File: config.mk
export PLATFORM = sky130hd
export DESIGN_NAME = bfh_fnv
export DESIGN_NICKNAME = d
export VERILOG_FILES = /design/src/hdl/bfh_pkg.sv /design/src/hdl/bfh_fnv.sv
export SDC_FILE = /design/constraint.sdc
export NUM_CORES = 2
export LEC_CHECK = 0
export ABC_CLOCK_PERIOD_IN_PS = 8400
export BUFFER_PORTS_ARGS = -buffer_cell sky130_fd_sc_hd__buf_2
export CORE_AREA = 2 2 273 194
export DETAILED_ROUTE_END_ITERATION = 16
export DIE_AREA = 0 0 275 196
export PLACE_DENSITY = 0.64
export SLEW_MARGIN = 20
export SYNTH_ARGS = -nofsm -noshare
export SYNTH_HDL_FRONTEND = slang
export SYNTH_SLANG_ARGS = --single-unit
File: constraint.sdc
create_clock -name aclk -period 8.4 [get_ports aclk]
set_input_delay 0.42 -clock aclk [delete_from_list [all_inputs] [get_ports aclk]]
set_output_delay 0.42 -clock aclk [all_outputs]
set_load 0.1 [all_outputs]
File: src/hdl/bfh_pkg.sv
// Shared types, constants and the FNV-1a step for the bloom filter hash unit.
package bfh_pkg;

    localparam int HASH_W      = 64;
    localparam int BITS_W      = 17;  // bit_count register width
    localparam int PROBES_W    = 5;   // hash_count register width
    localparam int BYTE_W      = 8;
    localparam int CFG_IDX_W   = 4;
    localparam int CFG_DATA_W  = 32;
    localparam int WORD_W      = 64;  // bits per store word
    localparam int WORD_SEL_W  = 6;   // bit index inside a store word

    // dividend bits consumed per cycle by the modulo unit
    localparam int MOD_BITS_PER_STEP = 4;
    localparam int MOD_STEPS         = HASH_W / MOD_BITS_PER_STEP;
    localparam int MOD_CNT_W         = $clog2(MOD_STEPS);

    localparam logic [HASH_W-1:0] FNV_BASIS = 64'hCBF29CE484222325;
    localparam logic [HASH_W-1:0] SEED_TWO  = 64'h9E3779B97F4A7C15;

    localparam logic [CFG_IDX_W-1:0] REG_BIT_COUNT  = 4'd0;
    localparam logic [CFG_IDX_W-1:0] REG_HASH_COUNT = 4'd1;

    typedef enum logic [2:0] {
        ST_CLEAR,
        ST_IDLE,
        ST_PROBE,
        ST_MOD,
        ST_UPD,
        ST_DONE
    } state_t;

    typedef struct packed {
        logic              start;
        logic [HASH_W-1:0] dividend;
        logic [BITS_W-1:0] divisor;
    } mod_req_t;

    typedef struct packed {
        logic              done;
        logic [BITS_W-1:0] rem;
    } mod_resp_t;

    // One FNV-1a step: xor in the byte, multiply by 2^40 + 0x1B3 modulo 2^64.
    function automatic logic [HASH_W-1:0] fnv_step(input logic [HASH_W-1:0] h,
                                                   input logic [BYTE_W-1:0] b);
        logic [HASH_W-1:0] x;
        x = h ^ {{(HASH_W-BYTE_W){1'b0}}, b};
        return (x << 40) + (x << 8) + (x << 7) + (x << 5) + (x << 4) + (x << 1) + x;
    endfunction

endpackage

File: src/hdl/bfh_fnv.sv
// Two running FNV-1a hashes over the key bytes, one per seed.
module bfh_fnv (
    input  logic                       aclk,
    input  logic                       aresetn,
    input  logic                       step,
    input  logic                       restart,
    input  logic [bfh_pkg::BYTE_W-1:0] key_byte,
    output logic [bfh_pkg::HASH_W-1:0] h1_next,
    output logic [bfh_pkg::HASH_W-1:0] h2_next
);

    logic [bfh_pkg::HASH_W-1:0] h1_reg;
    logic [bfh_pkg::HASH_W-1:0] h2_reg;

    assign h1_next = bfh_pkg::fnv_step(h1_reg, key_byte);
    assign h2_next = bfh_pkg::fnv_step(h2_reg, key_byte);

    always_ff @(posedge aclk) begin
        if (!aresetn) begin
            h1_reg <= bfh_pkg::FNV_BASIS;
            h2_reg <= bfh_pkg::FNV_BASIS ^ bfh_pkg::SEED_TWO;
        end else if (step) begin
            if (restart) begin
                h1_reg <= bfh_pkg::FNV_BASIS;
                h2_reg <= bfh_pkg::FNV_BASIS ^ bfh_pkg::SEED_TWO;
            end else begin
                h1_reg <= h1_next;
                h2_reg <= h2_next;
            end
        end
    end

endmodule

==> metrics.yaml <==
run_status:
  status: "finished, final reports clean"
worst_setup_path:
  cpMaxStageDelayCell: "xnor2_1"
  cp_data_arrival_time_ns: 7.45
  start_kind: "register"
  crit_fanout: 6
  crit_required_ns: 7.98
  critPathMaxStageDelay_ns: 0.73
  path_class: "register to primary output"
  crit_buf_inv: 1
  cp_top_family: "compound AO/OA/AOI/OAI gates"
  endpoint_kind: "primary output"
  path_common_cell: "ha_1"
  worstPathCellList: "xnor2_1 > xnor2_1 > ha_1 > or2_2 > fa_1 > ha_1 > ha_1 > ha_1 > a211oi_1 > o21ai_1 > a211oi_1 > o41ai_1 > a221oi_1 > o21ai_1 > a31oi_1 > o21ai_0 > xor2_1 > buf_2"
routing:
  drt_iter0_markers: 1262
  viasPerCell: 5.43
  vias: 19728
  wl_per_cell_um: 20.6
  drtPass1Iterations: 8
  drt-total-wl_um: 74800
  drc_errors: 0
  ant_nets: 0
timing:
  fin_skew_ns: 0.0135
  worst_slack_ns: 0.532
  setup_tns_ns: 0
  slew_violations: 0
  worst_pin_slew_ns: 1.01
  rsz0062_at_grt: "no"
  post-route-period-util_pct: 93.7
  maxSlewHeadroom_pct: 32.6
  fin_crit_ns: 7.87
  max_freq_mhz: 127
  final-hold-violation-count: 0
  finalSetupViolCount: 0
die:
  io_pins: 140
  die_w_um: 275
  core_area_um2: 51500
  rows: 70
  die_y_um: 196
  dieArea_um2: 53900
  initial_core_util_pct: 49.2
yosys:
  ys_ff_latch: 128
  synth-async-reset-ratio_pct: 0
  yosys_most_used_dff: "dfxtp_1"
  avgSynthCellArea_um2: 8.93
  synth_cells: 2838
  synth-edff-count: 0
  synth_cell_types: 76
  ys_seq_area_share_pct: 10.1
  syn_nets: 3560
  synth_largest_area_cell: "fa_1"
  synth.area.top_cells: "fa_1 (39%), inv_1 (12%), ha_1 (11%)"
  syn-cell-area_um2: 25400
  yosys.area.top_type_share_pct: 38.6
  yosysWarnings: 0
placed_design:
  gp_congestion: 0.955
  place_ws_ns: 1.03
  io_buffers: 139
  place_hpwl_um: 62400
grt:
  grt_use_met2_pct: 39.8
  grt_util_met1_pct: 44.2
  grt.busiest_layer: "met1"
  grt_remaining_overflow: 0
  antenna_found_initial: 1
  grt_max_degree: 63
  grt_pass1_vias: 20472
  grt_pass1_wl_um: 118000
  met3_usage_pct: 9.96
  grt_use_total_pct: 29.0
clocking:
  clock_latency_ns: 0.47
  cts_max_level: 4
  post_cts_buffers: 0
  cts_made_buffers: 17
  cts_tree: "yes"
  clk_pin_slew_worst_paths_ns: 0.07
  ctsResizeCount: 0
  cts.path.max_buffers: 2
  clkSinkCount: 128
  cts_hold_buf: 0
  root_buffer: "clkbuf_16"
cells_and_area:
  post_route_cells_drive_above_1_share_pct: 7.06
  final_common_cell: "inv_1"
  fill_cells: 4849
  area_delta_synth_final_pct: 7.64
  layout_common_cells: "inv_1 (793), fa_1 (489), ha_1 (221)"
  nNetsFinal: 3655
worst_hold_path:
  hold_class: "primary input to register"
flow_run:
  max-cap-violations: 0
==> Yosys cell counts (4+ instances only) <==
master,count
inv_1,793
fa_1,489
ha_1,221
nand2_1,157
a21oi_1,152
dfxtp_1,128
o21ai_0,105
xnor2_1,103
nor2_1,83
clkbuf_1,69
a21o_1,61
xor2_1,60
o22ai_1,35
and2_1,34
nand3_1,34
nand4_1,28
nor2b_1,28
a2bb2oi_1,27
nor3_1,23
o21bai_1,18
and3_1,15
a211oi_1,13
a22o_1,13
a31oi_1,13
o21ai_1,10
o211ai_1,8
o21a_1,8
nand2b_1,7
buf_1,6
a311o_1,5
buf_2,5
o31ai_1,5
a2111oi_0,4
a21boi_0,4
a31o_2,4
nor3b_1,4
or3_1,4
==> cells by family after synthesis <==
| group | Yosys count | share of synthesized area [%] |
|---|---|---|
| AO/OA/AOI/OAI | 530 | 13.6 |
| XOR/XNOR | 163 | 5.63 |
| adder cells (fa/ha/maj) | 710 | 49.5 |
| buffers and inverters | 876 | 13.0 |
| flip-flops | 128 | 10.1 |
| multiplexers | 2 | 0.0839 |
| AND/OR/NAND/NOR | 429 | 8.04 |
==> per-stage QoR <==
stage                     util, %  area, um^2  instances  hold slack (ns)
after CTS                    53.0       27300       3630            0.315
after detailed placement     51.9       26700       3598            0.469
after global placement       51.9       26700       3598            0.456
final                        53.0       27300       3631            0.347
after floorplan                 -       25400       2838            0.442
after global routing         53.0       27300       3630            0.324
==> final cells by class <==
type	count	area (um^2)	area share [%]
flip-flops and latches	128	2560	9.39
clock inverters	10	88.8	0.325
inverters	795	2980	10.9
multi-input cells	1834	19500	71.5
repair buffers	157	831	3.04
well taps	684	856	3.14
diodes	1	2.50	0.00917
clock buffers	22	454	1.66
==> worst paths after layout <==
path                                  from     endpoint  slack (ns)  depth (start not counted)
worst max-delay path             h1_reg[0]  h1_next[48]        0.53                         18
worst min-delay path               aresetn   h1_reg[30]        0.35                          2
worst max register to register   h1_reg[0]   h1_reg[48]        1.67                         18
worst min register to register  h2_reg[25]   h2_reg[25]        0.48                          2
==> routing by layer <==
metal  part of all wire (%)  vias to the layer above
met5                      0                        -
met4                    1.8                        0
met3                    9.9                       78
met2                     40                      699
met1                     48                     9930
li1                       -                     9021
==> worst reg2reg max path: stages (launching register included) <==
cell	delay, ns
dfxtp_1	0.33
xnor2_1	0.73
xnor2_1	0.26
ha_1	0.26
or2_2	0.31
fa_1	0.48
ha_1	0.29
ha_1	0.31
ha_1	0.30
a211oi_1	0.34
o21ai_1	0.18
a211oi_1	0.33
o41ai_1	0.19
a221oi_1	0.56
o21ai_1	0.28
a31oi_1	0.52
o21ai_0	0.24
xor2_1	0.53
a22o_1	0.24
Power is not shown: default switching activity piles up to over one toggle a cycle in this logic, so the estimate is an artifact.
