===== src/hdl/bfh_pkg.sv =====
// Shared types, constants and the FNV-1a step for the bloom filter hash unit.
package bfh_pkg;

    localparam int HASH_W      = 64;
    localparam int BITS_W      = 17;  // bit_count register width
    localparam int PROBES_W    = 5;   // hash_count register width
    localparam int BYTE_W      = 8;
    localparam int CFG_IDX_W   = 4;
    localparam int CFG_DATA_W  = 32;
    localparam int WORD_W      = 64;  // bits per store word
    localparam int WORD_SEL_W  = 6;   // bit index inside a store word

    // dividend bits consumed per cycle by the modulo unit
    localparam int MOD_BITS_PER_STEP = 4;
    localparam int MOD_STEPS         = HASH_W / MOD_BITS_PER_STEP;
    localparam int MOD_CNT_W         = $clog2(MOD_STEPS);

    localparam logic [HASH_W-1:0] FNV_BASIS = 64'hCBF29CE484222325;
    localparam logic [HASH_W-1:0] SEED_TWO  = 64'h9E3779B97F4A7C15;

    localparam logic [CFG_IDX_W-1:0] REG_BIT_COUNT  = 4'd0;
    localparam logic [CFG_IDX_W-1:0] REG_HASH_COUNT = 4'd1;

    typedef enum logic [2:0] {
        ST_CLEAR,
        ST_IDLE,
        ST_PROBE,
        ST_MOD,
        ST_UPD,
        ST_DONE
    } state_t;

    typedef struct packed {
        logic              start;
        logic [HASH_W-1:0] dividend;
        logic [BITS_W-1:0] divisor;
    } mod_req_t;

    typedef struct packed {
        logic              done;
        logic [BITS_W-1:0] rem;
    } mod_resp_t;

    // One FNV-1a step: xor in the byte, multiply by 2^40 + 0x1B3 modulo 2^64.
    function automatic logic [HASH_W-1:0] fnv_step(input logic [HASH_W-1:0] h,
                                                   input logic [BYTE_W-1:0] b);
        logic [HASH_W-1:0] x;
        x = h ^ {{(HASH_W-BYTE_W){1'b0}}, b};
        return (x << 40) + (x << 8) + (x << 7) + (x << 5) + (x << 4) + (x << 1) + x;
    endfunction

endpackage


===== src/hdl/bfh_mod.sv =====
// Iterative 64-bit by 17-bit modulo, MOD_BITS_PER_STEP dividend bits per cycle.
module bfh_mod (
    input  logic               aclk,
    input  logic               aresetn,
    input  bfh_pkg::mod_req_t  req,
    output bfh_pkg::mod_resp_t resp
);

    logic [bfh_pkg::HASH_W-1:0]    dvd_reg, dvd_next;
    logic [bfh_pkg::BITS_W-1:0]    dvs_reg;
    logic [bfh_pkg::BITS_W-1:0]    rem_reg, rem_next;
    logic [bfh_pkg::MOD_CNT_W-1:0] cnt_reg;
    logic                          busy_reg;
    logic                          done_reg;

    // restoring steps: shift in the next dividend bit, subtract if it fits
    always_comb begin
        logic [bfh_pkg::BITS_W:0]    r;
        logic [bfh_pkg::HASH_W-1:0]  d;
        r = {1'b0, rem_reg};
        d = dvd_reg;
        for (int k = 0; k < bfh_pkg::MOD_BITS_PER_STEP; k++) begin
            r = {r[bfh_pkg::BITS_W-1:0], d[bfh_pkg::HASH_W-1]};
            d = d << 1;
            if (r >= {1'b0, dvs_reg}) begin
                r = r - {1'b0, dvs_reg};
            end
        end
        rem_next = r[bfh_pkg::BITS_W-1:0];
        dvd_next = d;
    end

    always_ff @(posedge aclk) begin
        if (!aresetn) begin
            busy_reg <= 1'b0;
            done_reg <= 1'b0;
            cnt_reg  <= '0;
        end else begin
            done_reg <= 1'b0;
            if (req.start) begin
                busy_reg <= 1'b1;
                cnt_reg  <= '0;
            end else if (busy_reg) begin
                cnt_reg <= cnt_reg + 1'b1;
                if (cnt_reg == bfh_pkg::MOD_CNT_W'(bfh_pkg::MOD_STEPS - 1)) begin
                    busy_reg <= 1'b0;
                    done_reg <= 1'b1;
                end
            end
        end
    end

    always_ff @(posedge aclk) begin
        if (req.start) begin
            dvd_reg <= req.dividend;
            dvs_reg <= req.divisor;
            rem_reg <= '0;
        end else if (busy_reg) begin
            dvd_reg <= dvd_next;
            rem_reg <= rem_next;
        end
    end

    assign resp.done = done_reg;
    assign resp.rem  = rem_reg;

endmodule

===== config.mk =====
export PLATFORM = sky130hd
export DESIGN_NAME = bfh_mod
export DESIGN_NICKNAME = d
export VERILOG_FILES = /design/src/hdl/bfh_pkg.sv /design/src/hdl/bfh_mod.sv
export SDC_FILE = /design/constraint.sdc
export NUM_CORES = 1
export LEC_CHECK = 0
export BUFFER_PORTS_ARGS = -buffer_cell sky130_fd_sc_hd__buf_2
export CAP_MARGIN = 20
export CORE_MARGIN = 2
export CORE_UTILIZATION = 55
export DETAILED_ROUTE_END_ITERATION = 12
export PLACE_DENSITY_LB_ADDON = 0.08
export SLEW_MARGIN = 10
export SYNTH_ARGS = -nofsm -noshare
export SYNTH_HDL_FRONTEND = slang
export SYNTH_SLANG_ARGS = --single-unit

===== constraint.sdc =====
create_clock -name aclk -period 13.8 [get_ports aclk]
set_clock_uncertainty 0.1 [all_clocks]
set_input_delay 1.38 -clock aclk [delete_from_list [all_inputs] [get_ports aclk]]
set_output_delay 1.38 -clock aclk [all_outputs]
set_load 0.005 [all_outputs]

==> results of run 1 <==
-- cell families (layout without fill, tap and decap cells) --
kind of cell             count (synthesis)  count (layout)  synth area share, %
AO/OA/AOI/OAI                          185             185                 15.5
XOR/XNOR                                59              59                 6.52
adder cells (fa/ha/maj)                 73              73                 11.9
buffers and inverters                   67             168                 3.51
flip-flops                             104             104                 36.5
multiplexers                           102             102                 14.2
AND/OR/NAND/NOR                        187             187                 11.9
-- worst max-delay path, delay by kind of cell, from the launching register on --
kind / cells / cell delay [ps]
AOI/OAI and AO/OA: 24 / 5900
and+or+nand+nor: 9 / 2510
DFF: 1 / 430
adders and majority gates: 4 / 1700
buffers and inverters: 3 / 690
muxes: 2 / 870
-- worst min path at each step --
| stage | slack (ps) | endpoint | cells after the start |
|---|---|---|---|
| 5_1_grt | 440 | done_reg$_SDFF_PP0_ | 2 |
| 2_1_floorplan | 360 | done_reg$_SDFF_PP0_ | 2 |
| 6_report | 400 | done_reg$_SDFF_PP0_ | 2 |
| 3_3_place_gp | 390 | done_reg$_SDFF_PP0_ | 2 |
| 3_5_place_dp | 390 | done_reg$_SDFF_PP0_ | 2 |
| 4_1_cts | 400 | done_reg$_SDFF_PP0_ | 2 |
-- synth_stat cells, drive strengths merged (4+ instances only) --
master,count
nor2b,10
inv,46
nor2,49
nand2,40
buf,13
o21a,10
a21oi,61
clkbuf,8
mux2,82
o21bai,6
o41ai,4
xor2,18
fa,4
xnor2,41
o21ai,28
nand4,13
and3,4
a21o,17
dfxtp,23
nor3,19
nand2b,8
o211ai,9
ha,69
and2,7
nand3,13
mux2i,20
or2,8
a31oi,5
a211oi,20
edfxtp,81
-- through the flow --
stage | hold slack, ps | util (%) | instance area (um^2)
finish | 403 | 63.6 | 8890
global route | 438 | 63.6 | 8890
CTS | 404 | 63.6 | 8890
detailed placement | 393 | 61.4 | 8590
global placement | 390 | 61.4 | 8590
floorplan | 362 | - | 7920
-- cell type report --
cell class	count	area (um^2)
sequential	104	2890
clock inverter	5	47.5
timing repair buffer	106	546
clock buffer	11	254
inverter	46	173
tap	180	225
multi-input combinational	606	4750
fill	1138	5100
-- per-layer routing --
metal	GRT usage [%]	part of all wire, %
met1	34.6	43
met5	0	0
met3	4.53	6.4
met2	45.0	47
met4	11.7	3.9
==> flow_summary.toml, run 1 <==
[detailed_routing]
drtAntennaViolNets = 0
dr.pass1.iters = 5
viasPerCell = 6.05
route.detailed.drc = 0
drt-total-wl_um = 19900
drtIter0Drc = 393
wl_per_cell_um = 18.8
num_vias = 6396

[layout]
fin_cells = 1058
syn_to_final_growth_pct = 12.2
drive_gt1_share_pct = 24.7
nets = 1030
antenna_cells = 0
largest_reg_flops = 64
layout_commonest_cell = "buf_2"
mostFrequentLayoutCells = "100 x buf_2, 81 x edfxtp_1, 79 x mux2_2"

[outcome]
outcome = "complete, no violations"

[yosys]
ys_top_cells_by_area = "edfxtp_1 31%, mux2_2 11%, ha_1 11%, dfxtp_1 5.8%, xnor2_1 4.5%"
synth_edf_count = 81
synth_cell_types = 67
synth_area_mm2 = 0.00792
syn-instance-count = 777
synth_sequential_area_ratio_pct = 36.5
async_reset_ff_share_pct = 0
ys_ff_latch = 104
ys.flop_type = "edfxtp_1"
synth_top_area_share_pct = 30.7
ys_warn_count = 0
syn_avg_cell_area_um2 = 10.2
synth_top_cell_by_area = "edfxtp_1"
syn_nets = 934

[global_routing]
globalRouteOverflowTotal = 0
antenna_found_initial = 0
grt_max_degree = 61
track_usage_pct = 27.0
grt_pass1_wl_um = 31500
grt_pass1_vias = 6214

[setup_path]
startpoint_type = "flop"
cp_slowest_stage_delay_ps = 590
cp-endpoint = "rem_reg[2]$_SDFFE_PP0P_"
arrival_ps = 12460
critPathRequiredTime_ps = 13940
setup.worst_path.class = "flop to flop"
rrSetupSlack_ps = 1480
r2r-start = "dvs_reg[1]$_DFFE_PP_"
cp_max_fo = 20
critPathLaunch = "dvs_reg[1]$_DFFE_PP_"
worst_path_most_repeated_cell = "a21oi_1"
r2r_end = "rem_reg[2]$_SDFFE_PP0P_"
rr_worst_depth = 42
cp-end-kind = "flop"
slowest_stage = "a21o_1"

[placed_design]
dp_cells = 1042
gp_congestion = 0.941
dpl.hpwl_um = 15700
port_buffers = 101
dpl_worst_slack_ps = 1640

[worst_hold_path]
holdCritPathClass = "flop to flop"
hp-start = "cnt_reg[3]$_SDFFE_PP0P_"

[timing]
maxClockFrequency_ghz = 0.0812
setup_ws_ps = 1480
slew_headroom_pct = 49.4
finalHoldViolations = 0
drv_slew = 0
setup_tns_ps = 0
finalCritPeriodShare_pct = 89.3
tightest_slew_ps = 760
min_period_ps = 12320
setup_violations = 0
rsz0062_at_grt = "false"

[clock_network]
post_cts_resized = 0
worstSkewPairLatency_ps = 340
post_cts_buffers = 0
clk_pin_slew_worst_paths_ps = 70
cts_tree = "built"
cts_root_buffer = "clkbuf_16"
htree_levels = 3
ctsHoldBuffers = 0
cts_buffers = 9
clk_path_buf_depth = 2
cts.sinks = 104

[flow_run]
max-cap-violations = 0

[floorplanning]
core-area_mm2 = 0.0140
initial_utilization_pct = 56.6
ios = 102
die_width_um = 124
die_area_mm2 = 0.0154
num_rows = 43
die_h_um = 124
Power of run 1 is not shown: default switching activity piles up to over one toggle a cycle in this logic, so the estimate is an artifact.
==> run 2: changes to the inputs <==
--- a/config.mk
+++ b/config.mk
@@ -8,7 +8,7 @@
 export BUFFER_PORTS_ARGS = -buffer_cell sky130_fd_sc_hd__buf_2
 export CAP_MARGIN = 20
 export CORE_MARGIN = 2
-export CORE_UTILIZATION = 55
+export CORE_UTILIZATION = 38
 export DETAILED_ROUTE_END_ITERATION = 12
 export PLACE_DENSITY_LB_ADDON = 0.08
 export SLEW_MARGIN = 10
==> flow_summary.toml, run 2 (synthesized netlist as in run 1, its figures left out) <==
[layout]
syn_to_final_growth_pct = 13.5
drive_gt1_share_pct = 24.7
mostFrequentLayoutCells = "100 x buf_2, 81 x edfxtp_1, 79 x mux2_2"
largest_reg_flops = 64
antenna_cells = 0
nets = 1030
layout_commonest_cell = "buf_2"

[floorplanning]
die_h_um = 148
ios = 102
num_rows = 52
die_width_um = 148
core-area_mm2 = 0.0204
die_area_mm2 = 0.0220
initial_utilization_pct = 38.9

[setup_path]
critPathRequiredTime_ps = 13960
worst_path_most_repeated_cell = "a21oi_1"
setup.worst_path.class = "flop to flop"
startpoint_type = "flop"
cp_slowest_stage_delay_ps = 550
arrival_ps = 12500
cp_max_fo = 20
cp-end-kind = "flop"
slowest_stage = "or2_1"

[placed_design]
port_buffers = 101
dpl.hpwl_um = 16600
gp_congestion = 0.917

[detailed_routing]
drt-total-wl_um = 21000
dr.pass1.iters = 5
route.detailed.drc = 0
wl_per_cell_um = 18.3
viasPerCell = 5.49
drtAntennaViolNets = 0
num_vias = 6299
drtIter0Drc = 307

[clock_network]
cts_buffers = 9
htree_levels = 3
worstSkewPairLatency_ps = 350
post_cts_resized = 0
clk_path_buf_depth = 2
cts_tree = "built"
cts_root_buffer = "clkbuf_16"
ctsHoldBuffers = 0
cts.sinks = 104
clk_pin_slew_worst_paths_ps = 70
post_cts_buffers = 0

[timing]
maxClockFrequency_ghz = 0.0811
min_period_ps = 12340
drv_slew = 0
finalCritPeriodShare_pct = 89.4
setup_tns_ps = 0
tightest_slew_ps = 938
slew_headroom_pct = 37.5
setup_violations = 0
finalHoldViolations = 0
rsz0062_at_grt = "false"

[global_routing]
grt_pass1_wl_um = 33300
globalRouteOverflowTotal = 0
track_usage_pct = 19.2
grt_pass1_vias = 6421
antenna_found_initial = 2
grt_max_degree = 71

[worst_hold_path]
holdCritPathClass = "flop to flop"

[flow_run]
max-cap-violations = 0

[outcome]
outcome = "complete, no violations"
-- run 2: stage by stage --
| stage | cell area, um^2 | setup slack (ps) | utilization (%) | std cells | hold slack (ps) |
|---|---|---|---|---|---|
| finish | 8990 | 1460 | 44.2 | 1148 | 390 |
| global route | 8990 | 626 | 44.2 | 1148 | 436 |
| CTS | 8990 | 1410 | 44.2 | 1148 | 395 |
| detailed placement | 8700 | 1460 | 42.7 | 1132 | 384 |
| global placement | 8700 | 1880 | 42.7 | 1132 | 381 |
| floorplan | 7920 | 3430 | - | 777 | 362 |
-- run 2: path summary, 6_finish.rpt --
kind | slack (ps) | start | end | depth (start not counted)
hold / removal | 390 | cnt_reg[3]$_SDFFE_PP0P_ | done_reg$_SDFF_PP0_ | 2
setup reg to reg | 1460 | dvs_reg[1]$_DFFE_PP_ | rem_reg[2]$_SDFFE_PP0P_ | 42
hold reg to reg | 390 | cnt_reg[3]$_SDFFE_PP0P_ | done_reg$_SDFF_PP0_ | 2
setup / recovery | 1460 | dvs_reg[1]$_DFFE_PP_ | rem_reg[2]$_SDFFE_PP0P_ | 42
-- run 2: area by class of cell --
class,instances,area [um^2]
Clock buffer,10,229
Clock inverter,6,61.3
Fill cell,2023,11400
Inverter,46,173
Multi-Input combinational cell,606,4750
Sequential cell,104,2890
Tap cell,270,338
Timing Repair Buffer,106,546
-- run 2: worst max-delay path, delay by kind of cell, from the launching register on --
kind	cells	cell delay [ps]
AO/OA/AOI/OAI	24	5790
flip-flops	1	440
AND/OR/NAND/NOR	9	2590
buffers and inverters	3	720
adder cells (fa/ha/maj)	4	1750
multiplexers	2	820
-- run 2: per-layer routing --
| metal | vias up | GRT usage, % | wire length (um) | part of all wire (%) |
|---|---|---|---|---|
| met3 | 28 | 3.59 | 1130 | 5.4 |
| li1 | 3106 | - | - | - |
| met2 | 160 | 32.2 | 9850 | 47 |
| met4 | 2 | 6.33 | 446 | 2.1 |
| met1 | 3003 | 25.1 | 9500 | 45 |
| met5 | - | 0 | 13 | 0.062 |
Power of run 2 is left out for the same reason.
==> run 3: changes to the inputs <==
--- a/config.mk
+++ b/config.mk
@@ -7,6 +7,7 @@
 export LEC_CHECK = 0
 export BUFFER_PORTS_ARGS = -buffer_cell sky130_fd_sc_hd__buf_2
 export CAP_MARGIN = 20
+export CORE_ASPECT_RATIO = 1.4
 export CORE_MARGIN = 2
 export CORE_UTILIZATION = 38
 export DETAILED_ROUTE_END_ITERATION = 12
==> flow_summary.toml, run 3 (synthesized netlist as in run 1, its figures left out) <==
[clock_network]
cts.sinks = 104
cts_tree = "built"
ctsHoldBuffers = 0
htree_levels = 3
clk_path_buf_depth = 2
worstSkewPairLatency_ps = 340
cts_buffers = 9
clk_pin_slew_worst_paths_ps = 80
post_cts_buffers = 0
cts_root_buffer = "clkbuf_16"
post_cts_resized = 0

[setup_path]
slowest_stage = "or4b_1"
setup.worst_path.class = "flop to flop"
arrival_ps = 12370
cp-end-kind = "flop"
critPathRequiredTime_ps = 13940
cp_slowest_stage_delay_ps = 640
rrSetupSlack_ps = 1570
worst_path_most_repeated_cell = "a21oi_1"
r2r_end = "rem_reg[2]$_SDFFE_PP0P_"
rr_worst_depth = 41
startpoint_type = "flop"
cp_max_fo = 20
r2r-start = "dvs_reg[1]$_DFFE_PP_"

[floorplanning]
initial_utilization_pct = 38.7
core-area_mm2 = 0.0205
die_h_um = 175
die_width_um = 126
num_rows = 62
die_area_mm2 = 0.0220
ios = 102

[detailed_routing]
wl_met1_um = 8910
route.met2.wl_um = 11500
highest_layer = "met4"
wl_per_cell_um = 19.5
drtIter0Drc = 330
drt-total-wl_um = 22100
drtAntennaViolNets = 0
dr.pass1.iters = 5
wl_met3_um = 920
viasPerCell = 5.54
num_vias = 6299
route.detailed.drc = 0

[global_routing]
antenna_found_initial = 0
grt_pass1_vias = 6655
grt_max_degree = 63
globalRouteOverflowTotal = 0
track_usage_pct = 19.9
grt_pass1_wl_um = 34700

[worst_hold_path]
holdCritPathClass = "flop to flop"
hp-start = "cnt_reg[3]$_SDFFE_PP0P_"
worstHoldEndpoint = "done_reg$_SDFF_PP0_"
hold_path_depth = 2

[placed_design]
gp_congestion = 0.877
dpl.hpwl_um = 17700
port_buffers = 101
dpl_worst_slack_ps = 1690

[layout]
drive_gt1_share_pct = 24.9
syn_to_final_growth_pct = 13.3
mostFrequentLayoutCells = "100 x buf_2, 81 x edfxtp_1, 79 x mux2_2"
largest_reg_flops = 64
seqCellArea_mm2 = 0.00289
multiInputGateArea_mm2 = 0.00475
layout_commonest_cell = "buf_2"
fillers = 2054
antenna_cells = 0
nets = 1032

[timing]
setup_ws_ps = 1570
setup_tns_ps = 0
maxClockFrequency_ghz = 0.0818
rsz0062_at_grt = "false"
min_period_ps = 12230
finalCritPeriodShare_pct = 88.6
drv_slew = 0
tightest_slew_ps = 917
finalHoldViolations = 0
slew_headroom_pct = 38.7
setup_violations = 0

[outcome]
outcome = "complete, no violations"

[flow_run]
max-cap-violations = 0
## run 3: layer usage
layer / track usage, % / vias to the layer above
li1: - / 3105
met1: 23.0 / 2981
met2: 36.5 / 175
met3: 3.00 / 38
met4: 8.06 / 0
met5: 0 / -
## run 3: worst max-delay path by stage
stage / start / cells after the start / endpoint / slack [ps]
2_1_floorplan: dvs_reg[1]$_DFFE_PP_ / 48 / rem_reg[13]$_SDFFE_PP0P_ / 3430
3_3_place_gp: dvs_reg[1]$_DFFE_PP_ / 41 / rem_reg[2]$_SDFFE_PP0P_ / 1990
3_5_place_dp: dvs_reg[1]$_DFFE_PP_ / 41 / rem_reg[2]$_SDFFE_PP0P_ / 1690
4_1_cts: dvs_reg[1]$_DFFE_PP_ / 41 / rem_reg[2]$_SDFFE_PP0P_ / 1630
5_1_grt: dvs_reg[1]$_DFFE_PP_ / 41 / rem_reg[2]$_SDFFE_PP0P_ / 760
6_report: dvs_reg[1]$_DFFE_PP_ / 41 / rem_reg[2]$_SDFFE_PP0P_ / 1570
## run 3: final cells by class
class	instances	share of cell area, %
Multi-Input combinational cell	606	52.9
Tap cell	256	3.57
Timing Repair Buffer	108	6.24
Clock inverter	6	0.571
Clock buffer	10	2.55
Inverter	46	1.92
Sequential cell	104	32.2
## run 3: stage by stage
stage	util [%]	hold slack (ps)	cells	cell area, um^2
final	43.8	398	1136	8980
after global routing	43.8	435	1136	8980
after CTS	43.8	397	1136	8980
after detailed placement	42.5	386	1120	8700
after global placement	42.5	388	1120	8700
after floorplan	-	362	777	7920
## run 3: worst max-delay path: cells and delay by family, from the launching register on
family | cells | cell delay (ps)
mux | 2 | 840
buf+inv | 2 | 410
flops | 1 | 440
compound gates | 24 | 5970
fa+ha+maj | 4 | 1690
simple gates | 9 | 2650
Power of run 3 is left out for the same reason.
